===== src/rtl/crle_pkg.sv =====
`default_nettype none
// ----------------------------------------------------------------------------
// crle_pkg: shared types and constants
// Queue operation codes, input kinds, back-end states and fixed-point
// constants of the RMS level envelope unit.
// ----------------------------------------------------------------------------
package crle_pkg;

  localparam int SAMPLE_W   = 16;
  localparam int LEVEL_W    = 15;
  localparam int RATE_W     = 16;
  localparam int TAU_W      = 14;
  localparam int CFG_IDX_W  = 2;
  localparam int CFG_DATA_W = 16;
  localparam int DEN_W      = RATE_W + TAU_W;
  localparam int Q16_W      = 17;
  localparam int EXP_W      = 5;
  localparam int LOG_W      = EXP_W + 16;
  localparam int QUEUE_DEPTH = 4;
  localparam int QA_W        = 2;

  localparam logic [1:0] KIND_SAMPLE     = 2'd0;
  localparam logic [1:0] KIND_SPEECH_ON  = 2'd1;
  localparam logic [1:0] KIND_SPEECH_OFF = 2'd2;
  localparam logic [1:0] KIND_CLEAR      = 2'd3;

  localparam logic [CFG_IDX_W-1:0] CFG_IDX_RATE    = 2'd0;
  localparam logic [CFG_IDX_W-1:0] CFG_IDX_ATTACK  = 2'd1;
  localparam logic [CFG_IDX_W-1:0] CFG_IDX_RELEASE = 2'd2;

  localparam logic [RATE_W-1:0] RATE_RESET    = 16'd16000;
  localparam logic [TAU_W-1:0]  ATTACK_RESET  = 14'd20;
  localparam logic [TAU_W-1:0]  RELEASE_RESET = 14'd300;

  // log2 of the mean square at -60 dBFS, and 3.0103/45, both in Q16
  localparam logic [LOG_W-1:0] NORM_X0    = 21'd659845;
  localparam logic [12:0]      NORM_SLOPE = 13'd4384;
  localparam logic [Q16_W-1:0] ONE_Q16    = 17'd65536;

  typedef enum logic [1:0] {
    OP_CHUNK     = 2'd0,
    OP_VOICE_ON  = 2'd1,
    OP_VOICE_OFF = 2'd2,
    OP_CLEAR     = 2'd3
  } op_t;

  typedef enum logic [3:0] {
    ST_IDLE,
    ST_DIV_MEAN,
    ST_NRM_SHIFT,
    ST_LOG_SQ,
    ST_NORM,
    ST_TAU_MUL,
    ST_R_GO,
    ST_DIV_R,
    ST_ALPHA_SQ,
    ST_UPDATE,
    ST_LVL_GO,
    ST_DIV_LVL,
    ST_EMIT
  } back_state_t;

  typedef struct packed {
    logic full;
    logic empty;
  } q_stat_t;

  typedef struct packed {
    logic [RATE_W-1:0] rate_hz;
    logic [TAU_W-1:0]  attack_ms;
    logic [TAU_W-1:0]  release_ms;
  } crle_cfg_t;

endpackage
`default_nettype wire


===== src/rtl/crle_queue.sv =====
`default_nettype none
// ----------------------------------------------------------------------------
// crle_queue: command queue
// Small FIFO between the accumulating front end and the chunk math back end.
// ----------------------------------------------------------------------------
module crle_queue #(
  parameter int W = 8
) (
  input  wire logic          clk,
  input  wire logic          rst_n,
  input  wire logic          push,
  input  wire logic [W-1:0]  wdata,
  input  wire logic          pop,
  output logic [W-1:0]       rdata,
  output crle_pkg::q_stat_t  stat
);
  import crle_pkg::*;

  logic [W-1:0]    mem_r [QUEUE_DEPTH];
  logic [QA_W-1:0] wp_r, rp_r;
  logic [QA_W:0]   cnt_r;
  logic            do_push, do_pop;

  assign stat.full  = (cnt_r == (QA_W+1)'(QUEUE_DEPTH));
  assign stat.empty = (cnt_r == '0);
  assign do_push    = push && !stat.full;
  assign do_pop     = pop && !stat.empty;
  assign rdata      = mem_r[rp_r];

  always_ff @(posedge clk) begin
    if (do_push) begin
      mem_r[wp_r] <= wdata;
    end
  end

  always_ff @(posedge clk) begin
    if (!rst_n) begin
      wp_r  <= '0;
      rp_r  <= '0;
      cnt_r <= '0;
    end else begin
      if (do_push) wp_r <= wp_r + 1'b1;
      if (do_pop)  rp_r <= rp_r + 1'b1;
      cnt_r <= cnt_r + (QA_W+1)'(do_push) - (QA_W+1)'(do_pop);
    end
  end

endmodule
`default_nettype wire


===== config.mk =====
export PLATFORM = sky130hd
export DESIGN_NAME = crle_queue
export DESIGN_NICKNAME = d
export VERILOG_FILES = /design/src/rtl/crle_pkg.sv /design/src/rtl/crle_queue.sv
export SDC_FILE = /design/constraint.sdc
export NUM_CORES = 1
export LEC_CHECK = 0
export BUFFER_PORTS_ARGS = -buffer_cell sky130_fd_sc_hd__buf_4
export CORE_MARGIN = 4
export CORE_UTILIZATION = 56
export CTS_CLUSTER_DIAMETER = 60
export DETAILED_ROUTE_END_ITERATION = 16
export PLACE_DENSITY_LB_ADDON = 0.05
export SLEW_MARGIN = 25
export SYNTH_ARGS = -nofsm -noshare
export SYNTH_HDL_FRONTEND = slang
export SYNTH_SLANG_ARGS = --single-unit

===== constraint.sdc =====
create_clock -name clk -period 3.7 [get_ports clk]
set_input_delay 0 -clock clk [delete_from_list [all_inputs] [get_ports clk]]
set_output_delay 0 -clock clk [all_outputs]
set_load 0.01 [all_outputs]

=== After elaboration in Yosys (flattened, before gate mapping) ===
Memory sizes are Yosys's and may differ from the RTL's. A register that Yosys moved wholly into a read port is not among the register bits.
Index checks and enable logic that the tools add are counted.

* Flip-flop bits (word level): 7
* RAM bits: 32
* Input bits: 12
* Output and inout bits: 10
* Memories: 1

* Add/sub/neg operators: 4
* Equality and inequality tests: 1
* Muxes and demuxes: 4
* Reduce and logical (&&, ||, !) cells: 5

{| class="wikitable"
|+ Memories
! memory !! depth !! width !! read ports !! clocked after Yosys merged registers in !! wr ports !! RTL line !! text
|-
| mem_r || 4 || 8 || 1 || 1 || 1 || crle_queue.sv:19 || <nowiki>logic [W-1:0] mem_r [QUEUE_DEPTH];</nowiki>
|}

{| class="wikitable"
|+ Operators with widths
! operator !! number
|-
| 2-bit by 1-bit adder with 2-bit output (second input constant) || 2
|-
| 2-bit 2-to-1 mux || 2
|-
| 3-bit by 1-bit adder with 3-bit output || 1
|-
| 3-bit equality test (second input constant) || 1
|-
| 3-bit zero test || 1
|-
| 3-bit by 1-bit subtractor with 3-bit output || 1
|-
| 1-bit logical AND || 2
|-
| 1-bit zero test || 2
|-
| 1-bit 2-to-1 mux || 2
|}

=== Logic depth before layout (Yosys ltp) ===
* Depth in word-level cells: 5
* Gate-level depth with buffers: 11
* Depth with buffers taken out: 10

=== Least setup slack after synthesis ===
No wires, ideal clock.

* Path type: reg2reg
* Start point: register cnt_r[2]
* End point: register cnt_r[2]
* Setup time: 115 ps
* Data arrival time: 2010 ps
* Data required time: 3585 ps
* Setup slack: 1575 ps
* Cell stages (with the launch flop): 12
* Buffers on the path: 1
* Period minus slack after synthesis: 2125 ps
* Path through: dfxtp_1 > nor3b_2 > nor2b_1 > buf_6 > inv_1 > ha_1 > inv_1 > ha_1 > fa_1 > xnor2_1 > xnor2_1 > and2_1

{| class="wikitable"
|+ RTL lines
! what !! RTL line !! text
|-
| start: declaration || crle_queue.sv:21 || <nowiki>logic [QA_W:0] cnt_r;</nowiki>
|-
| start signal: assignment || crle_queue.sv:44 || <nowiki>cnt_r <= cnt_r + (QA_W+1)'(do_push) - (QA_W+1)'(do_pop);</nowiki>
|}

=== Final worst setup path ===
* Start point: register cnt_r[2]
* End point: register cnt_r[2]

* Cells in the longest elaborated chain, start to end: 5
* Elaborated cells on any way between the ends: 8
* Classes of those cells: add/sub (2); eq/ne (1); reduce/logical (5)

{| class="wikitable"
|+ Ends and longest elaborated chain
! what !! RTL line !! text
|-
| 3-bit equality test || crle_queue.sv:24 || <nowiki>assign stat.full = (cnt_r == (QA_W+1)'(QUEUE_DEPTH));</nowiki>
|-
| 1-bit zero test || crle_queue.sv:26 || <nowiki>assign do_push = push && !stat.full;</nowiki>
|-
| 1-bit logical AND || crle_queue.sv:26 ||
|-
| 3-bit by 1-bit adder with 3-bit output || crle_queue.sv:44 ||
|-
| 3-bit by 1-bit subtractor with 3-bit output * || crle_queue.sv:44 ||
|}

Every way passes the cells marked *; elsewhere a longest branch is shown, timed or not.
A chain may end at the register's enable or synchronous reset.

==> out/qor.yml <==
status: "finished clean"
drc: 0
syn_area_per_cell_um2: 17.7
gp_congestion: 0.655
synth.most_common_cell: "edfxtp_1"
grt_pass1_wl_mm: 4.22
dr.pass1.iters: 4
hold_viol: 0
p_leak_nw: 0.721
synth_cells: 93
p_int_w: 0.000816
drive_gt1_share_pct: 30.5
slew_violations: 0
fin_util_pct: 70.8
fmax_mhz: 425
synth_edf_count: 32
power_frac_clock_pct: 18.3
grt_max_degree: 14
power_switching_w: 0.000322
grt_remaining_overflow: 0
critPathArrivalTime_ps: 2600
cp_cell_sequence: "nor3b_2 -> nor2b_1 -> inv_1 -> ha_1 -> inv_1 -> ha_1 -> fa_1 -> xnor2_1 -> xnor2_1 -> and2_1"
rows: 19
cp.required_ps: 3950
io_buffers: 21
nFillCells: 175
die-area_um2: 3860
layout_min_cycle_time_ps: 2350
layout_setup_ws_ps: 1350
setup_violations: 0
dp_hpwl_mm: 1.74
cts-root-buf: "clkbuf_4"
rsz0062_at_grt: "no"
post_dp_cell_area_um2: 1810
peakVddDrop_mv: 0.447
clkLatencyLatePin_ps: 340
yosysWarningCount: 0
synthFlopType: "edfxtp_1"
synth.top_cell.area_share_pct: 58.5
hold_path.class: "input port to flip-flop"
critPathSlowestCell: "fa_1"
ant_nets: 0
nets: 146
power_density_nw_per_um2: 578
slowest_delay_ps: 370
fin_area_um2: 1970
antenna_cells: 0
clock-sinks: 41
syn_nets: 112
total_power_w: 0.00114
drt_wl_total_mm: 2.51
clk_path_buf_depth: 2
pre_cts_ws_ps: 1350
cp_max_fo: 7
ys_top_cells_by_area: "edfxtp_1, dfxtp_1, mux4_2"
slew_headroom_pct: 63.9
cts_buffers: 5
worst-setup-path-type: "flip-flop to flip-flop"
swShare_pct: 28.3
antenna_found_initial: 0
synth_common_cells: "edfxtp_1, dfxtp_1, mux4_2, and2_1"
grt_pass1_vias: 874
synth_area_um2: 1640
skew_ps: 5.39
async_flop_share_pct: 0
combPwrFrac_pct: 27.8
path_clk_slew_ps: 110
synth-seq-cells: 41
cts_tree: "built"
tightest_slew_ps: 541
drt_iter0_drc: 23
core_um2: 2780
num_vias: 828
io-pin-count: 22
die_h_um: 62.1
wire_per_inst_um: 15.8
min_period_over_period_pct: 63.6
drv_cap: 0
avgViaCountPerCell: 5.21
pwr-share-seq_pct: 53.9
path_buf_inv: 2
tns_ps: 0
synth.distinct_cells: 20
die_w_um: 62.1
startpoint_type: "flip-flop"
grt_use_total_pct: 14.6
h-tree-depth: 2
synth_area_leader_cell: "edfxtp_1"
area_growth_pct: 20.0
initial_core_util_pct: 59.0
worstSetupEndpointType: "flip-flop"
critPathTopFamily: "adder cells"
ys_seq_area_share_pct: 69.5
final cells by class:
cell class,count,area (µm²),area share [%]
Sequential cell,41,1140,57.9
Multi-Input combinational cell,42,454,23.1
Inverter,6,22.5,1.14
Clock buffer,5,37.5,1.91
Timing Repair Buffer,31,258,13.1
Clock inverter,3,17.5,0.889
Tap cell,31,38.8,1.97
worst min-delay path: cells and delay by family:
kind	cells	cell delay (ps)
muxes	1	140
buffers and inverters	1	100
and+or+nand+nor	1	180
kinds of logic (layout without fill, tap and decap cells):
| kind of cell | count (synthesis) | after routing | synth area share [%] |
|---|---|---|---|
| flops | 41 | 41 | 69.5 |
| simple gates | 19 | 19 | 7.24 |
| mux | 10 | 10 | 12.2 |
| buf+inv | 10 | 45 | 2.82 |
| fa+ha+maj | 7 | 7 | 5.79 |
| compound gates | 4 | 4 | 1.37 |
| xor+xnor | 2 | 2 | 1.07 |
final timing paths:
path | start | to | slack (ps) | depth (start not counted)
min reg2reg | rp_r[1] | flip-flop | 490 | 2
max | cnt_r[2] | cnt_r[2] | 1350 | 10
min | push | wp_r[1] | 120 | 3
max reg2reg | cnt_r[2] | cnt_r[2] | 1350 | 10
routing by layer:
layer	up-vias	track usage, %	share of wire, %
li1	411	-	-
met1	391	17.0	42
met2	19	23.2	50
met3	7	4.68	5.0
met4	0	8.94	3.0
met5	-	0	0
power groups by stage:
| stage | logic (W) | clock network (W) | registers [W] |
|---|---|---|---|
| 2_1_floorplan | 0.000226 | 0 | 0.000594 |
| 3_3_place_gp | 0.000308 | 0 | 0.000623 |
| 3_5_place_dp | 0.000313 | 0 | 0.000628 |
| 4_1_cts | 0.000324 | 0.000216 | 0.000617 |
| 5_1_grt | 0.000352 | 0.000240 | 0.000627 |
| 6_report | 0.000317 | 0.000209 | 0.000613 |
cells in the final DEF (no fill, tap or decap), types with 3 or more instances in the layout:
cell type	count
edfxtp_1	32
clkbuf_4	5
buf_4	21
mux4_2	8
and2_1	7
ha_1	6
inv_1	6
dlygate4sd3_1	10
o21ai_0	3
dfxtp_1	9
nand2_1	6
state kept, by name, summed over array words and instances (netlist names), named ones only:
signal and count:
mem_r 32, cnt_r 3, rp_r 2, wp_r 2
stage by stage:
stage | std cells | hold WS (ps)
floorplan | 93 | 98.9
global placement | 141 | 201
detailed placement | 141 | 205
CTS | 159 | 105
global route | 159 | 121
finish | 159 | 115
what timing repair did:
item	in CTS	in global routing
setup buffers	0	0
hold buffers	10	0
setup endpoints to repair	0	0
endpoints found under the hold margin	41	0
resized for setup	0	0
No activity file was read; power rests on OpenSTA's default activity.
