## src/rtl/crle_pkg.sv

```systemverilog
`default_nettype none
// ----------------------------------------------------------------------------
// crle_pkg: shared types and constants
// Queue operation codes, input kinds, back-end states and fixed-point
// constants of the RMS level envelope unit.
// ----------------------------------------------------------------------------
package crle_pkg;

  localparam int SAMPLE_W   = 16;
  localparam int LEVEL_W    = 15;
  localparam int RATE_W     = 16;
  localparam int TAU_W      = 14;
  localparam int CFG_IDX_W  = 2;
  localparam int CFG_DATA_W = 16;
  localparam int DEN_W      = RATE_W + TAU_W;
  localparam int Q16_W      = 17;
  localparam int EXP_W      = 5;
  localparam int LOG_W      = EXP_W + 16;
  localparam int QUEUE_DEPTH = 4;
  localparam int QA_W        = 2;

  localparam logic [1:0] KIND_SAMPLE     = 2'd0;
  localparam logic [1:0] KIND_SPEECH_ON  = 2'd1;
  localparam logic [1:0] KIND_SPEECH_OFF = 2'd2;
  localparam logic [1:0] KIND_CLEAR      = 2'd3;

  localparam logic [CFG_IDX_W-1:0] CFG_IDX_RATE    = 2'd0;
  localparam logic [CFG_IDX_W-1:0] CFG_IDX_ATTACK  = 2'd1;
  localparam logic [CFG_IDX_W-1:0] CFG_IDX_RELEASE = 2'd2;

  localparam logic [RATE_W-1:0] RATE_RESET    = 16'd16000;
  localparam logic [TAU_W-1:0]  ATTACK_RESET  = 14'd20;
  localparam logic [TAU_W-1:0]  RELEASE_RESET = 14'd300;

  // log2 of the mean square at -60 dBFS, and 3.0103/45, both in Q16
  localparam logic [LOG_W-1:0] NORM_X0    = 21'd659845;
  localparam logic [12:0]      NORM_SLOPE = 13'd4384;
  localparam logic [Q16_W-1:0] ONE_Q16    = 17'd65536;

  typedef enum logic [1:0] {
    OP_CHUNK     = 2'd0,
    OP_VOICE_ON  = 2'd1,
    OP_VOICE_OFF = 2'd2,
    OP_CLEAR     = 2'd3
  } op_t;

  typedef enum logic [3:0] {
    ST_IDLE,
    ST_DIV_MEAN,
    ST_NRM_SHIFT,
    ST_LOG_SQ,
    ST_NORM,
    ST_TAU_MUL,
    ST_R_GO,
    ST_DIV_R,
    ST_ALPHA_SQ,
    ST_UPDATE,
    ST_LVL_GO,
    ST_DIV_LVL,
    ST_EMIT
  } back_state_t;

  typedef struct packed {
    logic full;
    logic empty;
  } q_stat_t;

  typedef struct packed {
    logic [RATE_W-1:0] rate_hz;
    logic [TAU_W-1:0]  attack_ms;
    logic [TAU_W-1:0]  release_ms;
  } crle_cfg_t;

endpackage
`default_nettype wire

```

## src/rtl/crle_if.sv

```systemverilog
`default_nettype none
// ----------------------------------------------------------------------------
// crle_if: stream channels
// Input beat channel (kind, sample, chunk_end) and result channel (level).
// ----------------------------------------------------------------------------
interface crle_in_if;
  logic                          valid;
  logic                          ready;
  logic [1:0]                    kind;
  logic signed [crle_pkg::SAMPLE_W-1:0] sample;
  logic                          chunk_end;
  modport source (output valid, kind, sample, chunk_end, input ready);
  modport sink   (input valid, kind, sample, chunk_end, output ready);
endinterface

`default_nettype wire

```

## src/rtl/crle_front.sv

```systemverilog
`default_nettype none
// ----------------------------------------------------------------------------
// crle_front: input front end
// Accumulates the sum of squares of a chunk and queues chunk and event commands.
// ----------------------------------------------------------------------------
module crle_front #(
  parameter int MAX_CNT = 4096,
  parameter int CNT_W   = 13,
  parameter int SUM_W   = 43
) (
  input  wire logic                     clk,
  input  wire logic                     rst_n,
  crle_in_if.sink                       in_beat,
  input  wire crle_pkg::q_stat_t        q_stat,
  output logic                          push,
  output logic [2+SUM_W+CNT_W-1:0]      push_data
);
  import crle_pkg::*;

  logic [SUM_W-1:0] sum_r, sum_nxt;
  logic [CNT_W-1:0] cnt_r, cnt_nxt;
  logic [16:0]      mag;
  logic [33:0]      sq;
  logic [SUM_W-1:0] sum_add;
  logic [CNT_W-1:0] cnt_inc;
  logic             accept, chunk_done;

  assign in_beat.ready = !q_stat.full;
  assign accept        = in_beat.valid && in_beat.ready;

  // Magnitude of a signed sample; full-scale negative gives 32768.
  assign mag     = in_beat.sample[SAMPLE_W-1] ? (17'd0 - {1'b1, in_beat.sample})
                                              : {1'b0, in_beat.sample};
  assign sq      = mag * mag;
  assign sum_add = sum_r + SUM_W'(sq[30:0]);
  assign cnt_inc = cnt_r + 1'b1;
  assign chunk_done = in_beat.chunk_end || (cnt_inc == CNT_W'(MAX_CNT));

  always_comb begin
    sum_nxt   = sum_r;
    cnt_nxt   = cnt_r;
    push      = 1'b0;
    push_data = {OP_CLEAR, {SUM_W{1'b0}}, {CNT_W{1'b0}}};
    if (accept) begin
      unique case (in_beat.kind)
        KIND_SAMPLE: begin
          if (chunk_done) begin
            push      = 1'b1;
            push_data = {OP_CHUNK, sum_add, cnt_inc};
            sum_nxt   = '0;
            cnt_nxt   = '0;
          end else begin
            sum_nxt = sum_add;
            cnt_nxt = cnt_inc;
          end
        end
        KIND_SPEECH_ON: begin
          push      = 1'b1;
          push_data = {OP_VOICE_ON, {SUM_W{1'b0}}, {CNT_W{1'b0}}};
        end
        KIND_SPEECH_OFF: begin
          push      = 1'b1;
          push_data = {OP_VOICE_OFF, {SUM_W{1'b0}}, {CNT_W{1'b0}}};
        end
        default: begin
          push      = 1'b1;
          push_data = {OP_CLEAR, {SUM_W{1'b0}}, {CNT_W{1'b0}}};
        end
      endcase
    end
  end

  always_ff @(posedge clk) begin
    if (!rst_n) begin
      sum_r <= '0;
      cnt_r <= '0;
    end else begin
      sum_r <= sum_nxt;
      cnt_r <= cnt_nxt;
    end
  end

endmodule
`default_nettype wire

```

## src/flat_wrapper.sv

```systemverilog
// flat-port wrapper written by rule: the top's interface ports become plain ports
module crle_front_flat import crle_pkg::*;
#(
  parameter int MAX_CNT = 4096,
  parameter int CNT_W   = 13,
  parameter int SUM_W   = 43
)
  (clk, rst_n, q_stat, push, push_data, in_beat_valid, in_beat_kind, in_beat_sample, in_beat_chunk_end, in_beat_ready);
  crle_in_if in_beat_i ();
  input  wire logic clk;
  input  wire logic rst_n;
  input  wire crle_pkg::q_stat_t q_stat;
  output logic push;
  output logic [2+SUM_W+CNT_W-1:0] push_data;
  input wire logic [$bits(in_beat_i.valid)-1:0] in_beat_valid;
  input wire logic [$bits(in_beat_i.kind)-1:0] in_beat_kind;
  input wire logic [$bits(in_beat_i.sample)-1:0] in_beat_sample;
  input wire logic [$bits(in_beat_i.chunk_end)-1:0] in_beat_chunk_end;
  output wire logic [$bits(in_beat_i.ready)-1:0] in_beat_ready;
  assign in_beat_i.valid = in_beat_valid;
  assign in_beat_i.kind = in_beat_kind;
  assign in_beat_i.sample = in_beat_sample;
  assign in_beat_i.chunk_end = in_beat_chunk_end;
  assign in_beat_ready = in_beat_i.ready;
  crle_front #(.MAX_CNT(MAX_CNT), .CNT_W(CNT_W), .SUM_W(SUM_W)) u_core (.clk(clk), .rst_n(rst_n), .in_beat(in_beat_i), .q_stat(q_stat), .push(push), .push_data(push_data));
endmodule
```

## config.mk

```make
export PLATFORM = sky130hd
export DESIGN_NAME = crle_front_flat
export DESIGN_NICKNAME = d
export VERILOG_FILES = /design/src/rtl/crle_pkg.sv /design/src/rtl/crle_if.sv /design/src/rtl/crle_front.sv /design/src/flat_wrapper.sv
export SDC_FILE = /design/constraint.sdc
export NUM_CORES = 1
export LEC_CHECK = 0
export BUFFER_PORTS_ARGS = -buffer_cell sky130_fd_sc_hd__buf_2
export CAP_MARGIN = 15
export CORE_MARGIN = 8
export CORE_UTILIZATION = 30
export DETAILED_ROUTE_END_ITERATION = 16
export SLEW_MARGIN = 15
export SYNTH_ARGS = -nofsm -noshare
export SYNTH_HDL_FRONTEND = slang
export SYNTH_SLANG_ARGS = --single-unit
```

## constraint.sdc

```tcl
create_clock -name clk -period 30.1 [get_ports clk]
set_clock_uncertainty 0.15 [all_clocks]
set_input_delay 3.01 -clock clk [delete_from_list [all_inputs] [get_ports clk]]
set_output_delay 3.01 -clock clk [all_outputs]
set_load 0.03 [all_outputs]
```

---- Word level (Yosys, flattened, before mapping) ----
Cells that the tools add are included.
storage, ports and cells
  flip-flop bits (word level) ............. 56
  logic and storage cells ................. 23
  input port bits ......................... 24
  output and inout port bits .............. 60
operators by class
  eq/ne operators ......................... 3
  add/sub/neg operators ................... 3
  $mul .................................... 1
  reduce and logical (&&, ||, !) cells .... 5
  mux-type cells .......................... 9
operator list
  kind                                                                    number
  58-bit one-hot mux with 3 select lines                                  1
  58-bit two-way mux                                                      2
  43-bit by 31-bit adder with 43-bit output                               1
  43-bit two-way mux                                                      1
  17-bit by 17-bit multiplier with 31-bit output                          1
  17-bit two-way mux                                                      1
  1-bit by 17-bit subtractor with 17-bit output (first input constant)    1
  13-bit by 1-bit adder with 13-bit output (second input constant)        1
  13-bit equality test (second input constant)                            1
  13-bit two-way mux                                                      1
  1-bit two-way mux                                                       3
  2-bit by 1-bit equality test with 1-bit output (second input constant)  1
  2-bit equality test (second input constant)                             1
  2-bit logical NOT                                                       1
  2-bit AND reduction                                                     1
  1-bit logical AND                                                       1
  1-bit logical NOT                                                       1
  1-bit logical OR                                                        1

---- Logic depth before layout (Yosys ltp) ----
Gate-level depths: netlist of run 1.
  word-level depth ........................ 7
  depth in mapped cells ................... 40
  depth with buffers taken out ............ 38

---- Least setup slack after synthesis of run 1 ----
OpenSTA, ideal clock, no wires.
  path type ............................... in2out
  start ................................... input in_beat_sample[3]
  end ..................................... output push_data[49]
  path slack .............................. 14617 ps
  stages .................................. 35
  data required time ...................... 26940 ps
  arrival ................................. 12323 ps
  buffers on the path ..................... 1
  cell sequence ........................... or4_4 > or4_4 > o21ai_0 > xnor2_1 > inv_1 > buf_2 > nor2_1 > inv_1 > fa_1 > inv_1 > fa_1 > fa_1 > fa_1 > fa_1 > inv_1 > fa_1 > inv_1 > ha_1 > a211o_1 > a2111oi_0 > o21ai_0 > a41oi_1 > o22ai_1 > o21a_1 > nor2_1 > xnor2_1 > ha_1 > and4_1 > and4_1 > a32oi_1 > nand3_1 > o2111ai_1 > a21oi_1 > xnor2_1 > nor2_1
on the way
  longest elaborated chain between the ends .. 7
ends and longest elaborated chain
  what                                                line                RTL
  start: declaration                                  flat_wrapper.sv:17  input wire logic [$bits(in_beat_i.sample)-1:0] in_beat_sample;
  1-bit by 17-bit subtractor with 17-bit output       crle_front.sv:32    assign mag = in_beat.sample[SAMPLE_W-1] ? (17'd0 - {1'b1, in_beat.sample})
  17-bit two-way mux (*)                              crle_front.sv:32
  17-bit by 17-bit multiplier with 31-bit output (*)  crle_front.sv:34    assign sq = mag * mag;
  43-bit by 31-bit adder with 43-bit output (*)       crle_front.sv:35    assign sum_add = sum_r + SUM_W'(sq[30:0]);
  58-bit two-way mux (*)                              crle_front.sv:47    if (chunk_done) begin
  58-bit one-hot mux with 3 select lines (*)          crle_front.sv:45    unique case (in_beat.kind)
  58-bit two-way mux (*)                              crle_front.sv:44    if (accept) begin
  end: declaration                                    flat_wrapper.sv:14  output logic [2+SUM_W+CNT_W-1:0] push_data;
Every way passes the cells marked *; elsewhere a longest branch is shown, timed or not.

---- Worst setup path after layout of run 1 ----
  start ................................... input in_beat_sample[0]
  end ..................................... output push_data[49]
Same word-level chain as after synthesis.

==> results of run 1 <==
## cells by family (layout without fill, tap and decap cells)
group,count (synthesis),count (layout)
AND/OR/NAND/NOR,482,482
buffers and inverters,340,395
adder cells (fa/ha/maj),319,319
AO/OA/AOI/OAI,258,258
other,2,34
flip-flops,56,56
multiplexers,6,6
XOR/XNOR,105,105
## worst max-delay path: cells and delay by family
family                   cells  cell delay, ps
AO/OA/AOI/OAI                9            2730
XOR/XNOR                     3             830
adder cells (fa/ha/maj)      8            3810
buffers and inverters        8            1230
AND/OR/NAND/NOR              9            2130
## per-stage QoR
stage	cell area, µm²	hold slack (ps)	utilization (%)
2_1_floorplan	12800	282	-
3_3_place_gp	13800	291	33.0
3_5_place_dp	13800	301	33.0
4_1_cts	13900	313	33.3
5_1_grt	13900	349	33.3
6_report	13900	312	33.3
## state kept, by name, indices dropped and copies added, names as in the netlist
signal and cells:
u_core.sum_r 43, u_core.cnt_r 13
## cell usage after synthesis (3+ instances only)
cell and count:
mux2i_1 6, o21bai_1 4, a21boi_0 7, o21ai_0 66, fa_1 186, xor2_2 4, and2_1 6, o31ai_1 6
nor2b_1 7, nand3_1 31, nor2_1 187, nand2b_1 11, or4_1 5, or3_1 6, xor2_1 32, nand2_1 156
nand4_1 7, and4_1 5, buf_2 6, a31oi_1 8, xnor2_1 69, a22oi_1 14, inv_1 288, dfxtp_1 56
and3_1 19, o2111ai_1 3, a21o_1 17, o211ai_1 7, ha_1 133, o21a_1 9, a2111oi_0 3, nor3_1 21
a21oi_1 72, a2bb2oi_1 4, clkbuf_1 38, inv_2 3, a211oi_1 12, nand3b_1 7
## area by class of cell
type / count / area (µm²)
fill: 4387 / 27800
multi-input combinational: 1204 / 10400
sequential: 56 / 1120
inverter: 293 / 1100
tap: 539 / 674
timing repair buffer: 94 / 500
clock buffer: 8 / 146
## worst paths after layout
kind	start	end	slack [ps]	cells after the start
worst min register to register	u_core.sum_r[0]	u_core.sum_r[0]	310	2
worst min-delay path	u_core.sum_r[0]	u_core.sum_r[0]	310	2
worst max register to register	u_core.cnt_r[0]	u_core.sum_r[36]	26400	9
worst max-delay path	in_beat_sample[0]	push_data[49]	13140	37
## layer usage
layer	track usage, %	up-vias	part of all wire, %
li1	-	5164	-
met1	18.4	5146	47
met2	22.6	229	47
met3	1.57	40	4.2
met4	3.66	0	1.8
met5	0	-	0
==> summary.md, run 1 <==
| Metric | Value |
|---|---|
| DR vias | 10600 |
| Compound-Gate Fraction of Synth Area | between 10% and 20% |
| Fin nets | 1997 |
| DRT Pass-1 Iters | 5 |
| Initial Util | 30.3% |
| Synth cell types | between 70 and 80 |
| # placed instances | 2186 |
| Number of global-route vias before repair | about 11000 |
| Finish-stage setup viols | 0 |
| Adder-cell area share of the yosys netlist | 42.6% |
| Crit Path Max Fanout | 11 |
| Final WL | 33.1 mm |
| Hold bufs inserted after CTS | 0 |
| Die width | 221 µm |
| Post-DRT Antenna Nets | 0 |
| Mux cell area share after synthesis | less than 1% |
| Final Non-Filler Cells | 2194 |
| TritonCTS clock tree | done |
| Sequential-to-total area share from yosys stat | about 9% |
| H-Tree Depth | 2 |
| Area share of the largest cell type after synthesis | slightly below 30% |
| Hold Vio Cnt, Final | 0 |
| Max Buffers Root-to-Sink | 2 |
| Clock latency on the worst-skew pair | 300 ps |
| Most frequent cells in the layout | inv_1 (288), nor2_1 (187), fa_1 (186) |
| Area Growth Syn to Fin | 10.1% |
| # IOs | 84 |
| Die Y | 221 µm |
| Mapped Area | 0.0126 mm² |
| Vias per cell | 4.82 |
| Synthesis-stage register bit count | 56 |
| Xor and xnor area share after synthesis | 7.51% |
| Critical Path AT | 13800 ps |
| Fin Setup TNS | 0 ps |
| Tcrit/Tclk final | 56.4% |
| Cells after synthesis | 1568 |
| Kind of start point of the critical path | primary input |
| Crit path required time | 26940 ps |
| GRT overflow | 0 |
| Final Wtd Congestion | 0.870 |
| # DRC | 0 |
| Post-CTS sizing | 0 |
| Most used DFF post-synth | dfxtp_1 |
| Row count | 75 |
| Wire length of the first global-routing pass | around 56 mm |
| Post-route minimum period | 16960 ps |
| Antenna cells | 0 |
| Total CTS buffers | 5 |
| Yosys Warn Count | 0 |
| Post-CTS Setup Inserts | 0 |
| Worst setup path category | primary input to output pin |
| PortBufs | 82 |
| Slew HR | 35.6% |
| RSZ-0062 raised after global routing | false |
| Post-Synth Simple-Gate Area | 17.1% |
| Tightest Pin Transition | 961 ps |
| Pre-CTS WS | between 10000 and 15000 ps |
| Max_cap viols | 0 |
| Worst stage delay on the critical path | 580 ps |
| Syn avg cell area | 8.06 µm² |
| Largest net degree at the start of global routing | 52 |
| Synth top area cells | fa_1 (29%), ha_1 (13%), dfxtp_1 (8.9%) |
| Iter 0 DRT Violations | 470 |
| GRT Util Overall | a little over an eighth |
| Post-route setup slack | between 10000 and 15000 ps |
| Core Region | 0.0418 mm² |
| Outcome | finished, final reports clean |
| Detail Placement HPWL | about 27 mm |
| Clock root buffer | clkbuf_16 |
| Antenna violations before repair | 0 |
| Largest area contributor in the netlist | fa_1 |
| F_max | 59.0 MHz |
| Most common cell after layout, fill and taps aside | inv_1 |
| Share of layout cells above drive strength 1 | 7.55% |
| Avg WL per Cell | 15.1 µm |
| Worst Setup End Kind | output pin |
| CTS clk-pin slew, worst paths | 70 ps |
| Critical-path top delay cell | or4_1 |
| Max Slew Vio Count | 0 |
| Largest family of logic cells by synthesized area | adder cells |
| DIE AREA | 0.0489 mm² |
| CTS Sinks | 56 |
| Number of synthesized flops with an enable pin | 0 |
| Hold Crit Class | register to register |
| Synth async-reset ratio | 0% |
Power of run 1 is left out: the tool's default activity adds up to more than one toggle a clock period on the data nets, which glitch-free logic cannot reach.
==> run 2: changes to the inputs <==
Clock period 30.1 ns to 13.9 ns, I/O delays scaled along.
==> summary.md, run 2 (synthesis results as in run 1) <==
| Metric | Value |
|---|---|
| Outcome | finished, final reports clean (unchanged) |
| Row count | 75 (unchanged) |
| Vias per cell | 4.76 (was 4.82) |
| RSZ-0062 raised after global routing | false (unchanged) |
| DR vias | 10500 (was 10600) |
| Design Area, Final | 0.0140 mm² (was 0.0139 mm²) |
| PortBufs | 82 (unchanged) |
| F_max | between 70 and 80 MHz |
| Antenna cells | 0 (unchanged) |
| TritonCTS clock tree | done (unchanged) |
| Tightest Pin Transition | 902 ps (was 961 ps) |
| CTS Sinks | 56 (unchanged) |
| Critical-path top delay cell | fa_1 (was or4_1) |
| DIE AREA | 0.0489 mm² (unchanged) |
| Tcrit/Tclk final | between 90% and 100% |
| Die Y | 221 µm (unchanged) |
| Die width | 221 µm (unchanged) |
| Pre-CTS WS | 861 ps (was 13190 ps) |
| GRT Util Overall | 13.6% (was 13.5%) |
| DRT Pass-1 Iters | 5 (unchanged) |
| Iter 0 DRT Violations | 552 (was 470) |
| Max reg flops | 43 (unchanged) |
| Total CTS buffers | 5 (unchanged) |
| Post-CTS Setup Inserts | 0 (unchanged) |
| Fin nets | 2010 (was 1997) |
| Finish-stage setup viols | 0 (unchanged) |
| Area Growth Syn to Fin | 11.0% (was 10.1%) |
| Max Slew Vio Count | 0 (unchanged) |
| Placed Area | 0.0139 mm² (was 0.0138 mm²) |
| Slew HR | 39.6% (was 35.6%) |
| Most common cell after layout, fill and taps aside | inv_1 (unchanged) |
| Initial Util | 30.3% (unchanged) |
| # IOs | 84 (unchanged) |
| Number of global-route vias before repair | 11000 (about the same) |
| Most frequent CP cell | fa_1 |
| Worst Setup End Kind | output pin (unchanged) |
| Detail Placement HPWL | 27.4 mm (was 27.0 mm) |
| Critical Path AT | 11630 ps (was 13800 ps) |
| Hold bufs inserted after CTS | 0 (unchanged) |
| Most frequent cells in the layout | inv_1 (288), nor2_1 (187), fa_1 (186) (unchanged) |
| Max Buffers Root-to-Sink | 2 (unchanged) |
| Crit path required time | 12360 ps (was 26940 ps) |
| Largest net degree at the start of global routing | 52 (unchanged) |
| Largest Register | u_core.sum_r (unchanged) |
| Clock latency on the worst-skew pair | 300 ps (about the same) |
| Largest regs | u_core.sum_r: 43 flops, u_core.cnt_r: 13 flops (unchanged) |
| GRT overflow | 0 (unchanged) |
| Post-route setup slack | 735 ps (was 13140 ps) |
| Post-route minimum period | around 13000 ps |
| Hold Vio Cnt, Final | 0 (unchanged) |
| Post-DRT Antenna Nets | 0 (unchanged) |
| Antenna violations before repair | 0 (unchanged) |
| Share of layout cells above drive strength 1 | 8.27% (was 7.55%) |
| Final Core Density | 33.6% (was 33.3%) |
| Max_cap viols | 0 (unchanged) |
| CTS clk-pin slew, worst paths | 80 ps (was 70 ps) |
| Final WL | 33.0 mm (was 33.1 mm) |
| Avg WL per Cell | 15.0 µm (was 15.1 µm) |
| Post-CTS sizing | 0 (unchanged) |
| Worst setup path category | primary input to output pin (unchanged) |
| Wire length of the first global-routing pass | 56.2 mm (was 55.8 mm) |
| Core Region | 0.0418 mm² (unchanged) |
| Fin Setup TNS | 0 ps (unchanged) |
| H-Tree Depth | 2 (unchanged) |
| Final Wtd Congestion | 0.896 (was 0.870) |
| Hold Crit Class | register to register (unchanged) |
| Worst stage delay on the critical path | 590 ps (was 580 ps) |
| Clock root buffer | clkbuf_16 (unchanged) |
| Kind of start point of the critical path | primary input (unchanged) |
| Crit Path Max Fanout | 11 (unchanged) |
| # DRC | 0 (unchanged) |
[run 2: worst max-delay path, delay by kind of cell]
kind,cells,cell delay (ps)
simple gates,8,2170
fa+ha+maj,8,3920
xor+xnor,3,520
buf+inv,7,910
compound gates,10,2700
[run 2: layout make-up]
cell class,count,area (µm²)
clock buffer,6,129
clock inverter,2,35.0
fill,4412,27700
inverter,293,1100
multi-input combinational,1204,10400
sequential,56,1120
tap,539,674
timing repair buffer,107,598
[run 2: path summary, 6_finish.rpt]
kind | startpoint | cells past startpoint | to | slack (ps)
worst max-delay path | in_beat_sample[3] | 36 | push_data[49] | 730
worst min-delay path | u_core.sum_r[0] | 2 | u_core.sum_r[0] | 310
worst max register to register | u_core.cnt_r[0] | 9 | u_core.sum_r[36] | 10110
worst min register to register | u_core.sum_r[0] | 2 | u_core.sum_r[0] | 310
[run 2: metal layers]
layer  global-route usage (%)  up-vias  share of wire [%]
met5                        0        -                  0
met4                     2.93        0                1.7
met3                     2.09       37                4.2
met2                     22.8      190                 47
met1                     18.3     5071                 47
li1                         -     5203                  -
[run 2: stage by stage]
stage / instances / hold WS [ps]
4_1_cts: 2207 / 314
2_1_floorplan: 1600 / 282
6_report: 2207 / 315
5_1_grt: 2207 / 349
3_5_place_dp: 2199 / 303
3_3_place_gp: 2199 / 291
Power of run 2 is left out for the same reason.
