===== config.mk =====
export PLATFORM = sky130hd
export DESIGN_NAME = crle_back_flat
export DESIGN_NICKNAME = d
export VERILOG_FILES = /design/src/rtl/crle_pkg.sv /design/src/rtl/crle_if.sv /design/src/rtl/crle_div.sv /design/src/rtl/crle_back.sv /design/src/flat_wrapper.sv
export SDC_FILE = /design/constraint.sdc
export NUM_CORES = 2
export LEC_CHECK = 0
export BUFFER_PORTS_ARGS = -buffer_cell sky130_fd_sc_hd__clkbuf_2
export CAP_MARGIN = 20
export CORE_MARGIN = 2
export CORE_UTILIZATION = 24
export CTS_CLUSTER_SIZE = 30
export DETAILED_ROUTE_END_ITERATION = 12
export HOLD_SLACK_MARGIN = 0.06
export PLACE_DENSITY_LB_ADDON = 0.3
export SETUP_SLACK_MARGIN = 0.4
export SLEW_MARGIN = 40
export SYNTH_ARGS = -nofsm -noshare
export SYNTH_HDL_FRONTEND = slang
export SYNTH_SLANG_ARGS = --single-unit

===== constraint.sdc =====
create_clock -name clk -period 25.9 [get_ports clk]
set_input_delay 1.295 -clock clk [delete_from_list [all_inputs] [get_ports clk]]
set_output_delay 1.295 -clock clk [all_outputs]
set_load 0.1 [all_outputs]

===== src/rtl/crle_pkg.sv =====
`default_nettype none
// ----------------------------------------------------------------------------
// crle_pkg: shared types and constants
// Queue operation codes, input kinds, back-end states and fixed-point
// constants of the RMS level envelope unit.
// ----------------------------------------------------------------------------
package crle_pkg;

  localparam int SAMPLE_W   = 16;
  localparam int LEVEL_W    = 15;
  localparam int RATE_W     = 16;
  localparam int TAU_W      = 14;
  localparam int CFG_IDX_W  = 2;
  localparam int CFG_DATA_W = 16;
  localparam int DEN_W      = RATE_W + TAU_W;
  localparam int Q16_W      = 17;
  localparam int EXP_W      = 5;
  localparam int LOG_W      = EXP_W + 16;
  localparam int QUEUE_DEPTH = 4;
  localparam int QA_W        = 2;

  localparam logic [1:0] KIND_SAMPLE     = 2'd0;
  localparam logic [1:0] KIND_SPEECH_ON  = 2'd1;
  localparam logic [1:0] KIND_SPEECH_OFF = 2'd2;
  localparam logic [1:0] KIND_CLEAR      = 2'd3;

  localparam logic [CFG_IDX_W-1:0] CFG_IDX_RATE    = 2'd0;
  localparam logic [CFG_IDX_W-1:0] CFG_IDX_ATTACK  = 2'd1;
  localparam logic [CFG_IDX_W-1:0] CFG_IDX_RELEASE = 2'd2;

  localparam logic [RATE_W-1:0] RATE_RESET    = 16'd16000;
  localparam logic [TAU_W-1:0]  ATTACK_RESET  = 14'd20;
  localparam logic [TAU_W-1:0]  RELEASE_RESET = 14'd300;

  // log2 of the mean square at -60 dBFS, and 3.0103/45, both in Q16
  localparam logic [LOG_W-1:0] NORM_X0    = 21'd659845;
  localparam logic [12:0]      NORM_SLOPE = 13'd4384;
  localparam logic [Q16_W-1:0] ONE_Q16    = 17'd65536;

  typedef enum logic [1:0] {
    OP_CHUNK     = 2'd0,
    OP_VOICE_ON  = 2'd1,
    OP_VOICE_OFF = 2'd2,
    OP_CLEAR     = 2'd3
  } op_t;

  typedef enum logic [3:0] {
    ST_IDLE,
    ST_DIV_MEAN,
    ST_NRM_SHIFT,
    ST_LOG_SQ,
    ST_NORM,
    ST_TAU_MUL,
    ST_R_GO,
    ST_DIV_R,
    ST_ALPHA_SQ,
    ST_UPDATE,
    ST_LVL_GO,
    ST_DIV_LVL,
    ST_EMIT
  } back_state_t;

  typedef struct packed {
    logic full;
    logic empty;
  } q_stat_t;

  typedef struct packed {
    logic [RATE_W-1:0] rate_hz;
    logic [TAU_W-1:0]  attack_ms;
    logic [TAU_W-1:0]  release_ms;
  } crle_cfg_t;

endpackage
`default_nettype wire


===== src/rtl/crle_if.sv =====
`default_nettype none


interface crle_out_if;
  logic                         valid;
  logic                         ready;
  logic [crle_pkg::LEVEL_W-1:0] level;
  modport source (output valid, level, input ready);
  modport sink   (input valid, level, output ready);
endinterface
`default_nettype wire


===== src/rtl/crle_div.sv =====
`default_nettype none
// ----------------------------------------------------------------------------
// crle_div: shared divider
// Restoring radix-2 divider, one quotient bit per cycle.
// ----------------------------------------------------------------------------
module crle_div #(
  parameter int DW = 55,
  parameter int VW = 30
) (
  input  wire logic          clk,
  input  wire logic          rst_n,
  input  wire logic          start,
  input  wire logic [DW-1:0] dividend,
  input  wire logic [VW-1:0] divisor,
  output logic               done,
  output logic [DW-1:0]      quot
);
  localparam int CW = $clog2(DW + 1);

  logic [DW-1:0] dvd_r;
  logic [VW-1:0] rem_r, dvs_r;
  logic [CW-1:0] cnt_r;
  logic          busy_r, done_r;
  logic [VW:0]   shifted, diff;
  logic          ge;

  assign shifted = {rem_r, dvd_r[DW-1]};
  assign ge      = (shifted >= {1'b0, dvs_r});
  assign diff    = shifted - {1'b0, dvs_r};
  assign done    = done_r;
  assign quot    = dvd_r;

  always_ff @(posedge clk) begin
    if (start) begin
      dvd_r <= dividend;
      rem_r <= '0;
      dvs_r <= divisor;
    end else if (busy_r) begin
      rem_r <= ge ? diff[VW-1:0] : shifted[VW-1:0];
      dvd_r <= {dvd_r[DW-2:0], ge};
    end
  end

  always_ff @(posedge clk) begin
    if (!rst_n) begin
      busy_r <= 1'b0;
      done_r <= 1'b0;
      cnt_r  <= '0;
    end else begin
      done_r <= 1'b0;
      if (start) begin
        busy_r <= 1'b1;
        cnt_r  <= CW'(DW);
      end else if (busy_r) begin
        cnt_r <= cnt_r - 1'b1;
        if (cnt_r == CW'(1)) begin
          busy_r <= 1'b0;
          done_r <= 1'b1;
        end
      end
    end
  end

endmodule
`default_nettype wire


===== src/rtl/crle_back.sv =====
`default_nettype none
// ----------------------------------------------------------------------------
// crle_back: chunk math back end
// Mean square, log2, normalization, attack/release alpha, envelope update and
// displayed level, sequenced over one divider and one 32x32 multiplier.
// ----------------------------------------------------------------------------
module crle_back #(
  parameter int CNT_W = 13,
  parameter int SUM_W = 43
) (
  input  wire logic                    clk,
  input  wire logic                    rst_n,
  input  wire crle_pkg::crle_cfg_t     cfg,
  input  wire crle_pkg::q_stat_t       q_stat,
  input  wire logic [2+SUM_W+CNT_W-1:0] q_rdata,
  output logic                         pop,
  crle_out_if.source                   out_beat
);
  import crle_pkg::*;

  localparam int NUM_W = CNT_W + 42;

  back_state_t      state_r, state_nxt;
  op_t              q_op;
  logic [SUM_W-1:0] q_sum;
  logic [CNT_W-1:0] q_cnt;

  logic [CNT_W-1:0] cnt_r;
  logic             voice_r;
  logic [Q16_W-1:0] env_r, norm_r, alpha_r;
  logic             up_r;
  logic [31:0]      x_r;
  logic [EXP_W-1:0] exp_r;
  logic [15:0]      frac_r;
  logic [3:0]       iter_r;
  logic [DEN_W-1:0] den_r;
  logic [LEVEL_W-1:0] res_r;
  logic             out_valid_r;
  logic [LEVEL_W-1:0] out_level_r;

  logic             div_start, div_done;
  logic [NUM_W-1:0] div_dvd, div_quot;
  logic [DEN_W-1:0] div_dvs;
  logic             emit_load;

  logic [63:0]      prod;
  logic [31:0]      log_t;
  logic [LOG_W-1:0] lg;
  logic [33:0]      norm_p;
  logic [17:0]      norm_q;
  logic [RATE_W-1:0] rate1;
  logic [TAU_W-1:0]  tau, tau1;
  logic [Q16_W-1:0] diff_l;
  logic [33:0]      step_p;
  logic [Q16_W-1:0] step_s;
  logic [CNT_W+9:0] cnt_k;
  logic [32:0]      lvl_dvd;
  logic [17:0]      lvl_dvs;
  logic [19:0]      r_step;

  assign q_op  = op_t'(q_rdata[2+SUM_W+CNT_W-1 -: 2]);
  assign q_sum = q_rdata[CNT_W +: SUM_W];
  assign q_cnt = q_rdata[CNT_W-1:0];

  crle_div #(.DW(NUM_W), .VW(DEN_W)) u_div (
    .clk      (clk),
    .rst_n    (rst_n),
    .start    (div_start),
    .dividend (div_dvd),
    .divisor  (div_dvs),
    .done     (div_done),
    .quot     (div_quot)
  );

  // Shared squarer for the log2 fraction and for the repeated squaring that approximates exp.
  assign prod   = x_r * x_r;
  assign log_t  = prod[61:30];
  assign lg     = {exp_r, frac_r};
  assign norm_p = (lg - NORM_X0) * NORM_SLOPE;
  assign norm_q = norm_p[33:16];
  assign rate1  = (cfg.rate_hz == '0) ? RATE_W'(1) : cfg.rate_hz;
  assign tau    = (norm_r > env_r) ? cfg.attack_ms : cfg.release_ms;
  assign tau1   = (tau == '0) ? TAU_W'(1) : tau;
  assign diff_l = up_r ? (norm_r - env_r) : (env_r - norm_r);
  assign step_p = alpha_r * diff_l;
  assign step_s = step_p[32:16];
  assign cnt_k  = (CNT_W+10)'(cnt_r) * 10'd1000;
  assign lvl_dvd = {1'b0, env_r, 15'd0} + 33'({1'b0, env_r} + 18'd32768 >> 1);
  assign lvl_dvs = {1'b0, env_r} + 18'd32768;
  assign r_step  = div_quot[35:16];

  // Next state
  always_comb begin
    state_nxt = state_r;
    unique case (state_r)
      ST_IDLE: begin
        if (!q_stat.empty) begin
          if (q_op == OP_CHUNK)      state_nxt = ST_DIV_MEAN;
          else if (q_op == OP_CLEAR) state_nxt = ST_EMIT;
        end
      end
      ST_DIV_MEAN: begin
        if (div_done) begin
          state_nxt = (div_quot[NUM_W-1:1] == '0) ? ST_NORM : ST_NRM_SHIFT;
        end
      end
      ST_NRM_SHIFT: if (x_r[30]) state_nxt = ST_LOG_SQ;
      ST_LOG_SQ:    if (iter_r == 4'd15) state_nxt = ST_NORM;
      ST_NORM:      state_nxt = ST_TAU_MUL;
      ST_TAU_MUL:   state_nxt = ST_R_GO;
      ST_R_GO:      state_nxt = ST_DIV_R;
      ST_DIV_R: begin
        if (div_done) begin
          if (div_quot[NUM_W-1:36] != '0 || r_step == '0) state_nxt = ST_UPDATE;
          else                                            state_nxt = ST_ALPHA_SQ;
        end
      end
      ST_ALPHA_SQ:  if (iter_r == 4'd15) state_nxt = ST_UPDATE;
      ST_UPDATE:    state_nxt = ST_LVL_GO;
      ST_LVL_GO:    state_nxt = voice_r ? ST_DIV_LVL : ST_EMIT;
      ST_DIV_LVL:   if (div_done) state_nxt = ST_EMIT;
      ST_EMIT:      if (!out_valid_r || out_beat.ready) state_nxt = ST_IDLE;
      default:      state_nxt = ST_IDLE;
    endcase
  end

  // Control outputs
  always_comb begin
    pop       = 1'b0;
    div_start = 1'b0;
    div_dvd   = NUM_W'(q_sum);
    div_dvs   = DEN_W'(q_cnt);
    emit_load = 1'b0;
    unique case (state_r)
      ST_IDLE: begin
        pop       = !q_stat.empty;
        div_start = !q_stat.empty && (q_op == OP_CHUNK);
      end
      ST_R_GO: begin
        div_start = 1'b1;
        div_dvd   = {cnt_k, 32'd0};
        div_dvs   = den_r;
      end
      ST_LVL_GO: begin
        div_start = voice_r;
        div_dvd   = NUM_W'(lvl_dvd);
        div_dvs   = DEN_W'(lvl_dvs);
      end
      ST_EMIT: emit_load = !out_valid_r || out_beat.ready;
      default: ;
    endcase
  end

  // Datapath
  always_ff @(posedge clk) begin
    unique case (state_r)
      ST_IDLE: begin
        cnt_r <= q_cnt;
        res_r <= '0;
      end
      ST_DIV_MEAN: begin
        x_r    <= {1'b0, div_quot[30:0]};
        exp_r  <= EXP_W'(30);
        frac_r <= '0;
        iter_r <= '0;
        if (div_quot[NUM_W-1:1] == '0) exp_r <= '0;
      end
      ST_NRM_SHIFT: begin
        if (!x_r[30]) begin
          x_r   <= {x_r[30:0], 1'b0};
          exp_r <= exp_r - 1'b1;
        end
      end
      ST_LOG_SQ: begin
        iter_r <= iter_r + 1'b1;
        if (log_t[31]) begin
          x_r    <= {1'b0, log_t[31:1]};
          frac_r <= {frac_r[14:0], 1'b1};
        end else begin
          x_r    <= log_t;
          frac_r <= {frac_r[14:0], 1'b0};
        end
      end
      ST_NORM: begin
        if (lg <= NORM_X0)                 norm_r <= '0;
        else if (norm_q > 18'(ONE_Q16))    norm_r <= ONE_Q16;
        else                               norm_r <= norm_q[Q16_W-1:0];
      end
      ST_TAU_MUL: begin
        up_r  <= (norm_r > env_r);
        den_r <= rate1 * tau1;
      end
      ST_DIV_R: begin
        iter_r <= '0;
        x_r    <= 32'(33'h1_0000_0000 - 33'(r_step));
        if (div_quot[NUM_W-1:36] != '0) alpha_r <= ONE_Q16;
        else                            alpha_r <= '0;
      end
      ST_ALPHA_SQ: begin
        iter_r  <= iter_r + 1'b1;
        x_r     <= prod[63:32];
        alpha_r <= ONE_Q16 - {1'b0, prod[63:48]};
      end
      ST_DIV_LVL: res_r <= div_quot[LEVEL_W-1:0];
      default: ;
    endcase
  end

  // Envelope and voice flag
  always_ff @(posedge clk) begin
    if (!rst_n) begin
      env_r   <= '0;
      voice_r <= 1'b0;
    end else if (state_r == ST_IDLE && !q_stat.empty) begin
      unique case (q_op)
        OP_VOICE_ON:  voice_r <= 1'b1;
        OP_VOICE_OFF: voice_r <= 1'b0;
        OP_CLEAR:     env_r   <= '0;
        default: ;
      endcase
    end else if (state_r == ST_UPDATE) begin
      env_r <= up_r ? (env_r + step_s) : (env_r - step_s);
    end
  end

  always_ff @(posedge clk) begin
    if (!rst_n) begin
      state_r     <= ST_IDLE;
      out_valid_r <= 1'b0;
    end else begin
      state_r <= state_nxt;
      if (emit_load)           out_valid_r <= 1'b1;
      else if (out_beat.ready) out_valid_r <= 1'b0;
    end
  end

  always_ff @(posedge clk) begin
    if (emit_load) out_level_r <= res_r;
  end

  assign out_beat.valid = out_valid_r;
  assign out_beat.level = out_level_r;

endmodule
`default_nettype wire


===== src/flat_wrapper.sv =====
// flat-port wrapper written by rule: the top's interface ports become plain ports
module crle_back_flat import crle_pkg::*;
#(
  parameter int CNT_W = 13,
  parameter int SUM_W = 43
)
  (clk, rst_n, cfg, q_stat, q_rdata, pop, out_beat_valid, out_beat_level, out_beat_ready);
  crle_out_if out_beat_i ();
  input  wire logic clk;
  input  wire logic rst_n;
  input  wire crle_pkg::crle_cfg_t cfg;
  input  wire crle_pkg::q_stat_t q_stat;
  input  wire logic [2+SUM_W+CNT_W-1:0] q_rdata;
  output logic pop;
  output wire logic [$bits(out_beat_i.valid)-1:0] out_beat_valid;
  output wire logic [$bits(out_beat_i.level)-1:0] out_beat_level;
  input wire logic [$bits(out_beat_i.ready)-1:0] out_beat_ready;
  assign out_beat_valid = out_beat_i.valid;
  assign out_beat_level = out_beat_i.level;
  assign out_beat_i.ready = out_beat_ready;
  crle_back #(.CNT_W(CNT_W), .SUM_W(SUM_W)) u_core (.clk(clk), .rst_n(rst_n), .cfg(cfg), .q_stat(q_stat), .q_rdata(q_rdata), .pop(pop), .out_beat(out_beat_i));
endmodule

Word level (Yosys, flattened, before mapping):

Cells that the tools add are included.

* bits in registers: 311
* input port bits: 107
* output and inout bits: 17

* add/sub/neg operators: 14
* $mul: 5
* $lt $le $gt $ge: 4
* eq/ne operators: 28
* mux-type cells: 52
* bitwise gates (word level): 2
* reduce and logical (&&, ||, !) cells: 33

Operators with widths (count)
* one-hot mux 32 bit (5 select lines): 1
* two-way mux 17 bit: 7
* two-way mux 55 bit: 2
* one-hot mux 55 bit (2 select lines): 1
* multiplier 32 x 32 -> 64 bit: 1
* one-hot mux 30 bit (2 select lines): 1
* logical NOT 54 bit: 1
* one-hot mux 4 bit (13 select lines): 1
* subtractor 17 bit: 3
* two-way mux 4 bit: 10
* adder 17 x 16 -> 18 bit, second input constant: 2
* multiplier 34 x 8 -> 29 bit, second input constant: 1
* one-hot mux 17 bit (2 select lines): 1
* adder 32 x 32 -> 33 bit: 1
* multiplier 17 x 17 -> 33 bit: 1
* two-way mux 32 bit: 1
* one-hot mux 16 bit (2 select lines): 1
* greater-or-equal comparator 31 x 30 -> 1 bit: 1
* two-way mux 31 bit: 1
* multiplier 16 x 14 -> 30 bit: 1
* two-way mux 30 bit: 1
* one-hot mux 15 bit (2 select lines): 1
* subtractor 30 bit: 1
* two-way mux 14 bit: 2
* 46 further kinds: 94

Longest topological paths before layout:

* depth in word-level cells: 7
* depth in mapped cells: 48
* depth with buffers taken out: 47

Modules after synthesis:

A second synthesis with hierarchy kept.

* cells, all modules: 7424
* area total of the unflattened synthesis: 69753.1 um2

By module, submodules not included
* crle_back: times used 1, cells an instance 6842, area an instance 63116.8 um2
* crle_div: times used 1, cells an instance 582, area an instance 6636.4 um2

Worst setup path before layout:

No wires, ideal clock.

* kind: reg-to-reg
* from: reg u_core.norm_r[1]
* to: reg u_core.env_r[16]
* arrival: 10.150 ns
* setup slack: 15.688 ns
* cell stages (with the launch flop): 44
* path buffers: 1
* period minus slack after synthesis: 10.212 ns
* path through: edfxtp_1 > inv_1 > ha_1 > nor2b_1 > o21ai_0 > a21boi_0 > o21ai_0 > nand3_1 > a31oi_1 > o21ai_0 > a22oi_1 > o31ai_1 > clkbuf_1 > nor2_1 > a311oi_1 > fa_1 > fa_1 > inv_1 > (+8 left out) > a2111oi_0 > a21oi_1 > nor4b_1 > or2_2 > nand4_1 > o31a_1 > a31oi_1 > xnor2_1 > ha_1 > nand3_1 > o2111a_1 > o31ai_1 > a21o_1 > a21oi_1 > xnor2_1 > xnor2_1 > or3_1 > nand3_1

* cells in the longest elaborated chain, start to end: 7
* elaborated cells on any way between the ends: 9
* those cells by class: add/sub: 4; mul: 1; mux: 4

Ends and longest elaborated chain
* from (decl): RTL line crle_back.sv:30 `logic [Q16_W-1:0] env_r, norm_r, alpha_r;`
* from (signal assigned): RTL line crle_back.sv:187 `else norm_r <= norm_q[Q16_W-1:0];`
* subtractor 17 bit: RTL line crle_back.sv:84 `assign diff_l = up_r ? (norm_r - env_r) : (env_r - norm_r);`
* two-way mux 17 bit (*): RTL line crle_back.sv:84
* multiplier 17 x 17 -> 33 bit (*): RTL line crle_back.sv:85 `assign step_p = alpha_r * diff_l;`
* subtractor 17 bit or adder 17 bit (tied branches): RTL line crle_back.sv:222 `env_r <= up_r ? (env_r + step_s) : (env_r - step_s);`
* two-way mux 17 bit (*): RTL line crle_back.sv:222
* two-way mux 17 bit (*): RTL line crle_back.sv:221 `end else if (state_r == ST_UPDATE) begin`
* two-way mux 17 bit (*): RTL line crle_back.sv:214 `end else if (state_r == ST_IDLE && !q_stat.empty) begin`
* to (signal assigned): RTL line crle_back.sv:222
* to (decl): RTL line crle_back.sv:30

Every way passes the cells marked *; elsewhere a longest branch is shown, timed or not. The select of a mux whose other input is x is not followed.
A chain may end at the register's enable or synchronous reset.

Worst setup path in the final report:

* from: reg u_core.up_r
* to: reg u_core.env_r[16]

* cells in the longest elaborated chain, start to end: 6
* elaborated cells on any way between the ends: 7
* those cells by class: add/sub: 2; mul: 1; mux: 4

Ends and longest elaborated chain
* from (decl): RTL line crle_back.sv:31 `logic up_r;`
* from (signal assigned): RTL line crle_back.sv:190 `up_r <= (norm_r > env_r);`
* two-way mux 17 bit: RTL line crle_back.sv:84
* multiplier 17 x 17 -> 33 bit: RTL line crle_back.sv:85
* subtractor 17 bit or adder 17 bit (tied branches): RTL line crle_back.sv:222
* two-way mux 17 bit (*): RTL line crle_back.sv:222
* two-way mux 17 bit (*): RTL line crle_back.sv:221
* two-way mux 17 bit (*): RTL line crle_back.sv:214

Marked as above.

==> flow_metrics.tcl <==
set metrics [dict create \
    initialDrtViolationCount 3383 \
    setup_viol 0 \
    wl_per_cell_microns 18.3 \
    launching_element_type_of_the_critical_path "register" \
    ant_nets 0 \
    synth_edf_count 250 \
    detail_route.vias_per_cell 4.60 \
    storage_cell_area_sq_um 8730 \
    cts.htree.levels 2 \
    grt_pass1_wl_microns 327000 \
    io_pins 124 \
    fp.dieW_microns 542 \
    cts_max_path_buffers 3 \
    fin_nets 9621 \
    clock-root-buffer "sky130_fd_sc_hd__clkbuf_16" \
    tightestPinTransition_ps 923 \
    routed_wl_microns 209000 \
    required_ps 26450 \
    synthTopCellsByArea "sky130_fd_sc_hd__fa_1 (36%), sky130_fd_sc_hd__ha_1 (12%), sky130_fd_sc_hd__edfxtp_1 (11%)" \
    synth_seq_area_share 0.126 \
    syn-num-nets 9674 \
    critical-path-max-stage-delay_ps 720 \
    maxCapViolCount 0 \
    global_route.peak_usage_layer "met2" \
    crit_arrival_ps 12720 \
    post_synth_top_area_cell "sky130_fd_sc_hd__fa_1" \
    min_delay_worst_endpoint "u_core.out_beat.level[13]" \
    multiInputGateArea_sq_um 53500 \
    first_global_vias 55833 \
    final-hold-violation-count 0 \
    synthArstFlopShare 0 \
    dieArea_sq_um 293000 \
    tritoncts "built" \
    fillers 30912 \
    grt_max_degree 75 \
    crit_path_end_kind "register" \
    cp_top_family "adder cells" \
    critical_path.reg2reg.startpoint "u_core.up_r" \
    numPortBuffers 122 \
    yosys_warnings 0 \
    firstDrtPassIters 6 \
    netlist_top_cells_count "sky130_fd_sc_hd__inv_1 (1637), sky130_fd_sc_hd__fa_1 (1255), sky130_fd_sc_hd__nand2_1 (768), sky130_fd_sc_hd__ha_1 (681), sky130_fd_sc_hd__nor2_1 (457)" \
    max_freq_mhz 82.2 \
    grt_antenna_before_repair 20 \
    synth_most_common_cell "sky130_fd_sc_hd__inv_1" \
    ys_ff_latch 311 \
    slew_headroom 0.383 \
    synth_cell_types 96 \
    numCtsBuffers 38 \
    groute.usage.overall 0.142 \
    clock_insertion_delay_worst_skew_ps 610 \
    floorplan.rows 197 \
    ys.flop_type "sky130_fd_sc_hd__edfxtp_1" \
    initial_utilization 0.241 \
    finalMaxSlewViolations 0 \
    synth_top_area_frac 0.362 \
    outcome "finished clean" \
    layout_cell_share_with_drive_strength_beyond_1 0.0523 \
    die_h_microns 542 \
    core_area_sq_um 288000 \
    layout_overhead_on_the_synthesized_area_pct 9.40 \
    hpwlAfterDp_microns 168000 \
    min_tclk_post_route_ps 12170 \
    global_route.overflow_total 0 \
    worstHoldStart "u_core.res_r[13]" \
    cts-resized-gates 0 \
    numClockSinks 311 \
    overall_via_count_from_detail_route 52410 \
    worst-path-buf-inv 5 \
    hp-class "register to register" \
    post-route-period-util 0.470 \
    synthesis.area_per_instance_sq_um 9.09 \
    min_delay_path_depth 0 \
    rr_endpoint "u_core.env_r[16]" \
    path_max_fanout 34 \
    reg2reg_setup_slack_ps 13730 \
    crit_slowest_cell "sky130_fd_sc_hd__clkinv_1" \
    reg2reg_depth 40 \
    grtUsageMet3 0.0199 \
    place.gp.congestion 0.893 \
    cts.reportedPaths.clkPinSlew_ps 70 \
    timing.clock.skew_ps 45.4 \
    gr-usage-met1 0.191 \
    cts_hold_repair.buffers 0 \
    total_negative_slack_for_setup_checks_ps 0 \
    cp_common_cell "sky130_fd_sc_hd__fa_1" \
    worst-setup-path-type "register to register" \
    unrepaired_setup_endpoints_after_global_routing "no" \
    route.detailed.drc 0 \
    postCtsSetupBuffers 0 \
    met2_track_utilization_from_global_routing 0.241 \
    synth_cells 7631 \
    synthesis.area_sq_um 69400 \
]
[how the worst max path moves through the flow]
stage	from	endpoint	slack, ps	cells after the start
after global placement	u_core.up_r	u_core.env_r[16]	13760	40
final	u_core.up_r	u_core.env_r[16]	13730	40
after global routing	u_core.up_r	u_core.env_r[16]	12790	40
after floorplan	u_core.norm_r[1]	u_core.env_r[16]	15690	43
after detailed placement	u_core.up_r	u_core.env_r[16]	13390	40
after CTS	u_core.up_r	u_core.env_r[16]	13360	40
[registers in the layout, summed over array words and instances (netlist names), 6 cells and up]
register,count
u_core.alpha_r,17
u_core.u_div.rem_r,30
u_core.res_r,15
u_core.out_beat.level,15
u_core.u_div.quot,55
u_core.x_r,32
u_core.u_div.cnt_r,6
u_core.frac_r,16
u_core.norm_r,17
u_core.cnt_r,13
u_core.den_r,30
u_core.u_div.dvs_r,30
u_core.env_r,17
[logic make-up (layout without fill, tap and decap cells)]
family,Yosys count,in the layout,share of synthesized area
flip-flops,311,311,0.126
AND/OR/NAND/NOR,2111,2111,0.146
multiplexers,70,70,0.0105
AO/OA/AOI/OAI,975,975,0.0936
XOR/XNOR,255,255,0.0322
buffers and inverters,1973,1949,0.107
other,0,5,0
adder cells (fa/ha/maj),1936,1936,0.485
[cell usage in the layout (no fill, tap or decap), drive strengths merged, types with 163 or more instances in the layout]
cell type,n
fa,1255
o21ai,214
inv,1644
xnor2,169
a21oi,244
clkbuf,163
edfxtp,250
nand2,769
nor2,457
and2,330
ha,681
[per-layer routing]
metal,up-vias,part of all wire
met1,26719,0.44
met3,272,0.059
met2,1331,0.47
met5,-,0.00078
met4,28,0.025
li1,24060,-
[metrics by stage]
step / utilization / cell area (sq um) / hold WS, ps / instances / setup WS (ps)
3_5_place_dp: 0.259 / 74500 / 405 / 11317 / 13390
2_1_floorplan: - / 69400 / 400 / 7631 / 15690
4_1_cts: 0.263 / 75900 / 419 / 11386 / 13360
6_report: 0.264 / 75900 / 417 / 11393 / 13730
3_3_place_gp: 0.258 / 74400 / 411 / 11307 / 13760
5_1_grt: 0.264 / 75900 / 443 / 11388 / 12790
[final cells by class]
| cell class | instances | area share |
|---|---|---|
| clock buffers | 41 | 0.0128 |
| diodes | 5 | 0.000165 |
| inverters | 1645 | 0.0813 |
| multi-input cells | 5347 | 0.704 |
| clock inverters | 28 | 0.00455 |
| repair buffers | 235 | 0.0196 |
| flip-flops and latches | 311 | 0.115 |
| well taps | 3781 | 0.0623 |
Power is left out: the tool's default activity adds up to more than one toggle a clock period on the data nets, which glitch-free logic cannot reach.
